**config.mk**
```make
export PLATFORM = sky130hd
export DESIGN_NAME = note_release_deadline_table
export DESIGN_NICKNAME = d
export VERILOG_FILES = /design/src/rtl/nrdt_pkg.sv /design/src/rtl/note_release_deadline_table.sv /design/src/rtl/nrdt_ram.sv
export SDC_FILE = /design/constraint.sdc
export NUM_CORES = 2
export LEC_CHECK = 0
export ABC_CLOCK_PERIOD_IN_PS = 9800
export BUFFER_PORTS_ARGS = -buffer_cell sky130_fd_sc_hd__buf_4
export CORE_MARGIN = 4
export CORE_UTILIZATION = 35
export CTS_CLUSTER_SIZE = 16
export DETAILED_ROUTE_END_ITERATION = 12
export GPL_ROUTABILITY_DRIVEN = 0
export HOLD_SLACK_MARGIN = 0.03
export REMOVE_ABC_BUFFERS = 1
export SYNTH_ARGS = -nofsm -noshare
export SYNTH_HDL_FRONTEND = slang
export SYNTH_SLANG_ARGS = --single-unit
```
**constraint.sdc**
```tcl
create_clock -name clk_i -period 9.8 [get_ports clk_i]
set_clock_uncertainty 0.15 [all_clocks]
set_input_delay 1.47 -clock clk_i [delete_from_list [all_inputs] [get_ports clk_i]]
set_output_delay 1.47 -clock clk_i [all_outputs]
set_load 0.01 [all_outputs]
```
**src/rtl/nrdt_pkg.sv**
```systemverilog
// Shared types and codes for the note release deadline table.
package nrdt_pkg;

  // Request codes; the fourth code changes nothing and yields only the status item.
  typedef enum logic [1:0] {
    REQ_ADD         = 2'd0,
    REQ_ADVANCE     = 2'd1,
    REQ_RELEASE_ALL = 2'd2,
    REQ_UNUSED      = 2'd3
  } req_type_e;

  // Result item kinds.
  localparam logic ITEM_NOTE_OFF = 1'b0;
  localparam logic ITEM_STATUS   = 1'b1;

  localparam int unsigned TimeW = 31;

  typedef enum logic [1:0] {
    ST_IDLE,
    ST_WALK,
    ST_FINISH
  } state_e;

  typedef struct packed {
    logic [1:0]       req_type;
    logic [3:0]       channel;
    logic [6:0]       pitch;
    logic [TimeW-1:0] time_value;
  } req_t;

  typedef struct packed {
    logic             item_kind;
    logic [3:0]       off_channel;
    logic [6:0]       off_pitch;
    logic [5:0]       notes_held;
    logic             has_pending;
    logic [TimeW-1:0] earliest_release;
    logic             last_item;
  } result_t;

  typedef struct packed {
    logic [3:0]       chan;
    logic [6:0]       pitch;
    logic [TimeW-1:0] rel_time;
  } entry_t;

  localparam int unsigned EntryW = $bits(entry_t);

endpackage

```
**src/rtl/note_release_deadline_table.sv**
```systemverilog
// Top level of the note release deadline table: sequencer and table memory.
//
// Usage:
//   A request transaction (req_i) is accepted at a rising edge with start_i
//   high and busy_o low. busy_o stays high while the request is worked on.
//   Results appear on result_o for exactly one cycle each, marked by
//   out_valid_o; the receiver cannot hold them off. A request yields zero or
//   more note-off items in table order, then one status item with last_item
//   set.
//   The table lives in one memory, oldest note at address 0. Each request
//   walks the n stored entries once: read entry i, then in the next cycle drop
//   it (emit a note-off) or write it back compacted at the write pointer.
//   Each note-off is registered before it shows; the status item follows
//   the last entry, and busy_o is already low in the cycle it shows.
//   The memory read port walks one entry per cycle.
//   Reset clears the note count; table contents need no clearing since only
//   entries below the count are read.
module note_release_deadline_table
  import nrdt_pkg::*;
#(
  parameter int unsigned TABLE_DEPTH = 32
) (
  input  logic    clk_i,
  input  logic    rst_ni,
  input  logic    start_i,
  input  req_t    req_i,
  output logic    busy_o,
  output logic    out_valid_o,
  output result_t result_o
);

  localparam int unsigned IdxW = $clog2(TABLE_DEPTH);
  localparam int unsigned CntW = $clog2(TABLE_DEPTH + 1);

  state_e            state_q, state_d;
  req_t              req_q, req_d;
  logic [CntW-1:0]   count_q, count_d;
  logic [CntW-1:0]   rd_idx_q, rd_idx_d;
  logic [CntW-1:0]   wr_idx_q, wr_idx_d;
  logic [IdxW-1:0]   proc_idx_q, proc_idx_d;
  logic              pend_q, pend_d;
  logic [TimeW-1:0]  min_q, min_d;
  logic              has_min_q, has_min_d;
  result_t           out_q, out_d;
  logic              out_valid_q, out_valid_d;

  // Memory ports
  logic              ram_we, ram_re;
  logic [IdxW-1:0]   ram_waddr, ram_raddr;
  entry_t            ram_wdata, ram_rdata;

  logic              full;
  logic              rd_more;
  logic              drop;
  logic [CntW-1:0]   fin_count;
  logic [TimeW-1:0]  fin_min;
  logic              fin_has_min;

  nrdt_ram #(
    .Width(EntryW),
    .Depth(TABLE_DEPTH)
  ) u_table (
    .clk_i  (clk_i),
    .we_i   (ram_we),
    .waddr_i(ram_waddr),
    .wdata_i(ram_wdata),
    .re_i   (ram_re),
    .raddr_i(ram_raddr),
    .rdata_o(ram_rdata)
  );

  assign full    = (count_q == CntW'(TABLE_DEPTH));
  assign rd_more = (rd_idx_q < count_q);

  // Decide whether the entry just read is released.
  always_comb begin
    case (req_q.req_type)
      REQ_ADD:         drop = full && (proc_idx_q == '0);
      REQ_ADVANCE:     drop = (ram_rdata.rel_time <= req_q.time_value);
      REQ_RELEASE_ALL: drop = 1'b1;
      default:         drop = 1'b0;
    endcase
  end

  // Closing figures: an add appends the new note after the survivors.
  always_comb begin
    if (req_q.req_type == REQ_ADD) begin
      fin_count   = wr_idx_q + CntW'(1);
      fin_has_min = 1'b1;
      fin_min     = (!has_min_q || (req_q.time_value < min_q)) ? req_q.time_value : min_q;
    end else begin
      fin_count   = wr_idx_q;
      fin_has_min = has_min_q;
      fin_min     = min_q;
    end
  end

  always_ff @(posedge clk_i or negedge rst_ni) begin
    if (!rst_ni) begin
      state_q     <= ST_IDLE;
      count_q     <= '0;
      pend_q      <= 1'b0;
      out_valid_q <= 1'b0;
    end else begin
      state_q     <= state_d;
      count_q     <= count_d;
      pend_q      <= pend_d;
      out_valid_q <= out_valid_d;
    end
  end

  always_ff @(posedge clk_i) begin
    req_q      <= req_d;
    rd_idx_q   <= rd_idx_d;
    wr_idx_q   <= wr_idx_d;
    proc_idx_q <= proc_idx_d;
    min_q      <= min_d;
    has_min_q  <= has_min_d;
    out_q      <= out_d;
  end

  always_comb begin
    state_d     = state_q;
    req_d       = req_q;
    count_d     = count_q;
    rd_idx_d    = rd_idx_q;
    wr_idx_d    = wr_idx_q;
    proc_idx_d  = proc_idx_q;
    pend_d      = 1'b0;
    min_d       = min_q;
    has_min_d   = has_min_q;
    out_d       = out_q;
    out_valid_d = 1'b0;
    ram_re      = 1'b0;
    ram_raddr   = rd_idx_q[IdxW-1:0];
    ram_we      = 1'b0;
    ram_waddr   = wr_idx_q[IdxW-1:0];
    ram_wdata   = ram_rdata;

    unique case (state_q)
      ST_IDLE: begin
        if (start_i) begin
          req_d     = req_i;
          rd_idx_d  = '0;
          wr_idx_d  = '0;
          has_min_d = 1'b0;
          state_d   = ST_WALK;
        end
      end

      ST_WALK: begin
        // Issue the next read. Write-back addresses always trail the read
        // address, so no entry is read and written in overlapping cycles.
        if (rd_more) begin
          ram_re     = 1'b1;
          rd_idx_d   = rd_idx_q + CntW'(1);
          proc_idx_d = rd_idx_q[IdxW-1:0];
          pend_d     = 1'b1;
        end
        if (pend_q) begin
          if (drop) begin
            out_valid_d          = 1'b1;
            out_d                = '0;
            out_d.item_kind      = ITEM_NOTE_OFF;
            out_d.off_channel    = ram_rdata.chan;
            out_d.off_pitch      = ram_rdata.pitch;
          end else begin
            ram_we   = 1'b1;
            wr_idx_d = wr_idx_q + CntW'(1);
            if (!has_min_q || (ram_rdata.rel_time < min_q)) begin
              min_d = ram_rdata.rel_time;
            end
            has_min_d = 1'b1;
          end
        end
        // Last entry is handled in this cycle; close the request next.
        if (!rd_more) begin
          state_d = ST_FINISH;
        end
      end

      ST_FINISH: begin
        if (req_q.req_type == REQ_ADD) begin
          ram_we          = 1'b1;
          ram_wdata.chan     = req_q.channel;
          ram_wdata.pitch    = req_q.pitch;
          ram_wdata.rel_time = req_q.time_value;
        end
        count_d                = fin_count;
        out_valid_d            = 1'b1;
        out_d                  = '0;
        out_d.item_kind        = ITEM_STATUS;
        out_d.notes_held       = 6'(fin_count);
        out_d.has_pending      = (fin_count != '0);
        out_d.earliest_release = fin_has_min ? fin_min : '0;
        out_d.last_item        = 1'b1;
        state_d                = ST_IDLE;
      end

      default: begin
        state_d = ST_IDLE;
      end
    endcase
  end

  assign busy_o      = (state_q != ST_IDLE);
  assign out_valid_o = out_valid_q;
  assign result_o    = out_q;

endmodule

```
**src/rtl/nrdt_ram.sv**
```systemverilog
// Generic single-write, single-read RAM with registered read data.
module nrdt_ram #(
  parameter int unsigned Width = 8,
  parameter int unsigned Depth = 32
) (
  input  logic                     clk_i,
  input  logic                     we_i,
  input  logic [$clog2(Depth)-1:0] waddr_i,
  input  logic [Width-1:0]         wdata_i,
  input  logic                     re_i,
  input  logic [$clog2(Depth)-1:0] raddr_i,
  output logic [Width-1:0]         rdata_o
);

  logic [Width-1:0] mem_q [Depth];
  logic [Width-1:0] rdata_q;

  always_ff @(posedge clk_i) begin
    if (we_i) begin
      mem_q[waddr_i] <= wdata_i;
    end
  end

  always_ff @(posedge clk_i) begin
    if (re_i) begin
      rdata_q <= mem_q[raddr_i];
    end
  end

  assign rdata_o = rdata_q;

endmodule

```
==> impl_metrics.json <==
{
  "drt_iter0_markers": 2994,
  "core_area_mm2": 0.174,
  "critPathKind": "reg -> reg",
  "fin_crit_sh_pct": 51.4,
  "synth.distinct_cells": 55,
  "hold_class": "reg -> reg",
  "cts_root_buffer": "clkbuf_16",
  "netlist.area_leader.share_pct": 75.1,
  "highest_layer": "met4",
  "path_common_cell": "buf_4",
  "finalCoreUtilization_pct": 40.3,
  "hold_violations": 0,
  "hold_slack_ns": 0.351,
  "clk_pin_slew_worst_paths_ns": 0.06,
  "yosysSeqAreaShare_pct": 75.5,
  "ys_seq_elements": 1539,
  "wl_met3_um": 8800,
  "ys.warnings.count": 0,
  "initial_core_util_pct": 35.2,
  "fillCellCount": 15400,
  "rows": 153,
  "whs_path_depth": 0,
  "p_sw_share_pct": 30.6,
  "pwr-share-seq_pct": 43.2,
  "grt_pass1_wl_um": 223000,
  "rsz0062_at_grt": "false",
  "design.die.area_mm2": 0.181,
  "portBuffers": 99,
  "cts_buffers": 149,
  "die_w_um": 426,
  "clock_sinks": 1539,
  "cts_setup_buffers": 0,
  "dpl.hpwl_um": 88700,
  "drv_slew": 0,
  "leakagePower_nw": 22.1,
  "layout.cells.non_filler": 5434,
  "dp.cells": 5170,
  "cp_slowest_cell": "a211oi_4",
  "combPwrFrac_pct": 29.8,
  "synth_area_leader_cell": "edfxtp_1",
  "clockPowerShare_pct": 27.0,
  "area_delta_synth_final_pct": 14.6,
  "async_flop_share_pct": 0.650,
  "clock_latency_ns": 0.78,
  "crit_arrival_ns": 5.29,
  "wl_met1_um": 62900,
  "chipHeight_um": 426,
  "relSlewSlack_pct": 10.7,
  "ctsResizeCount": 0,
  "drt-pass1-iter-count": 5,
  "slowest_delay_ns": 0.99,
  "antenna_found_initial": 7,
  "drtAntennaViolNets": 0,
  "crit_chain": "ha_1 -> nand3_1 -> nor4_1 -> o31ai_1 -> a31oi_1 -> o31ai_4 -> buf_4 -> a211oi_4 -> buf_4",
  "avgSynthCellArea_um2": 22.0,
  "first_global_vias": 29900,
  "nets": 3148,
  "start_kind": "flop",
  "status": "completed",
  "period_minus_slack_ns": 5.04,
  "rr_worst_depth": 9,
  "vias": 29000,
  "cts-hold-fix-buffers": 0,
  "cts_tree": "yes",
  "clock_path_buffers": 3,
  "drive_gt1_share_pct": 30.2,
  "path_max_fanout": 33,
  "p_per_area_mw_per_mm2": 293,
  "cap_violations": 0,
  "pin_count": 100,
  "grt_max_degree": 119,
  "via_per_inst": 5.33,
  "power_switching_w": 0.00630,
  "ir_drop_v": 0.000191,
  "max_slew.worst_pin.slew_ns": 1.34,
  "fmax_mhz": 198,
  "syn_inst": 2781,
  "synth_area_mm2": 0.0611,
  "gr-total-overflow": 0,
  "met2WireLength_um": 79300,
  "end_kind": "flop",
  "wire_per_inst_um": 28.7,
  "ys_top_cells_by_area": "edfxtp_1, mux4_2, ha_1",
  "finalSetupTns_ns": 0,
  "cts_max_level": 4,
  "p_int_w": 0.0143,
  "worstPathRequired_ns": 10.05,
  "drt-total-wl_um": 156000,
  "drc": 0,
  "synth_edf_count": 1529,
  "setup_viol": 0,
  "synth_ff_type": "edfxtp_1",
  "grt_use_total_pct": 17.2
}
## critical path: cells and delay by family, from the launching register on
family	cells	cell delay [ns]
AO/OA/AOI/OAI	4	1.70
adder cells (fa/ha/maj)	1	0.33
buffers and inverters	2	1.11
flip-flops	1	0.44
AND/OR/NAND/NOR	2	0.82
## final timing paths
kind / startpoint / to / slack, ns
min: u_table.rdata_o[0] / min_q[0] / 0.35
min reg2reg: u_table.rdata_o[0] / min_q[0] / 0.35
max: u_table.rdata_o[14] / u_table.mem_q[7][25] / 4.76
max in group asynchronous: rst_ni / state_q[0] / 8.96
min in group asynchronous: rst_ni / count_q[2] / 0.39
max reg2reg: u_table.rdata_o[14] / u_table.mem_q[7][25] / 4.76
## logic make-up (layout without fill, tap and decap cells)
kind of cell | count (synthesis) | in the layout | synth area share (%)
compound gates | 173 | 173 | 1.84
xor+xnor | 12 | 12 | 0.172
fa+ha+maj | 105 | 105 | 2.15
buf+inv | 212 | 537 | 1.58
flops | 1539 | 1539 | 75.5
mux | 505 | 505 | 17.0
other cells | 0 | 3 | 0
simple gates | 235 | 235 | 1.78
## cell usage after synthesis (27+ instances only)
library cell,n
edfxtp_1,1529
mux4_2,420
nand2_1,124
ha_1,105
clkbuf_1,77
inv_1,76
mux2_2,54
o21ai_0,53
a211oi_1,40
a21oi_1,33
buf_4,31
mux2i_1,31
nor2_1,27
## placed cells by master, fill, tap and decap left out, types with 7 or more instances in the layout
| cell | instances |
|---|---|
| mux2_2 | 54 |
| a21oi_1 | 33 |
| o21ai_1 | 18 |
| nand3_1 | 13 |
| mux2i_1 | 31 |
| a21o_1 | 9 |
| clkinv_2 | 24 |
| bufinv_16 | 11 |
| mux4_2 | 420 |
| nand2_1 | 123 |
| inv_1 | 76 |
| xor2_1 | 7 |
| edfxtp_1 | 1529 |
| nor2b_1 | 17 |
| clkinv_1 | 33 |
| buf_4 | 196 |
| ha_1 | 104 |
| o21ai_2 | 12 |
| clkbuf_16 | 153 |
| a211oi_4 | 32 |
| nor2_1 | 27 |
| a211oi_1 | 8 |
| dfrtp_1 | 10 |
| o21ai_0 | 23 |
| nand4_1 | 11 |
| clkbuf_1 | 25 |
## area by class of cell
type	count	area (µm²)	share of cell area, %
Clock buffer	178	3920	5.60
Timing Repair Buffer	200	1550	2.21
Multi-Input combinational cell	1030	14500	20.7
Tap cell	2325	2910	4.15
Clock inverter	83	732	1.04
Sequential cell	1539	46200	65.9
Inverter	76	285	0.407
Antenna cell	3	7.51	0.0107
## flip-flops by register name, summed over array words and instances (netlist names), 2 cells and up
name	cells
u_table.rdata_o	42
proc_idx_q	5
wr_idx_q	6
rd_idx_q	6
count_q	6
result_o	50
state_q	2
min_q	31
req_q	44
u_table.mem_q	1344
## power by group through the flow
stage	sequential (W)	combinational [W]	clock [W]
2_1_floorplan	0.00959	0.00441	0
3_3_place_gp	0.00901	0.00616	0
3_5_place_dp	0.00902	0.00620	0
4_1_cts	0.00888	0.00623	0.00567
5_1_grt	0.00891	0.00658	0.00595
6_report	0.00888	0.00613	0.00556
## metrics by stage
| stage | instance area [µm²] | power [W] | setup WS (ns) |
|---|---|---|---|
| 3_5_place_dp | 65400 | 0.0152 | 4.71 |
| 5_1_grt | 70100 | 0.0214 | 4.52 |
| 3_3_place_gp | 65400 | 0.0152 | 4.81 |
| 2_1_floorplan | 60500 | 0.0140 | -5.13 |
| 6_report | 70100 | 0.0206 | 4.76 |
| 4_1_cts | 70100 | 0.0208 | 4.69 |
## per-layer routing
layer  vias up  GRT usage (%)
li1      12000              -
met1     15700           22.7
met2      1023           29.2
met3       187           2.60
met4         0           5.74
met5         -              0
No activity file was read; power rests on OpenSTA's default activity.
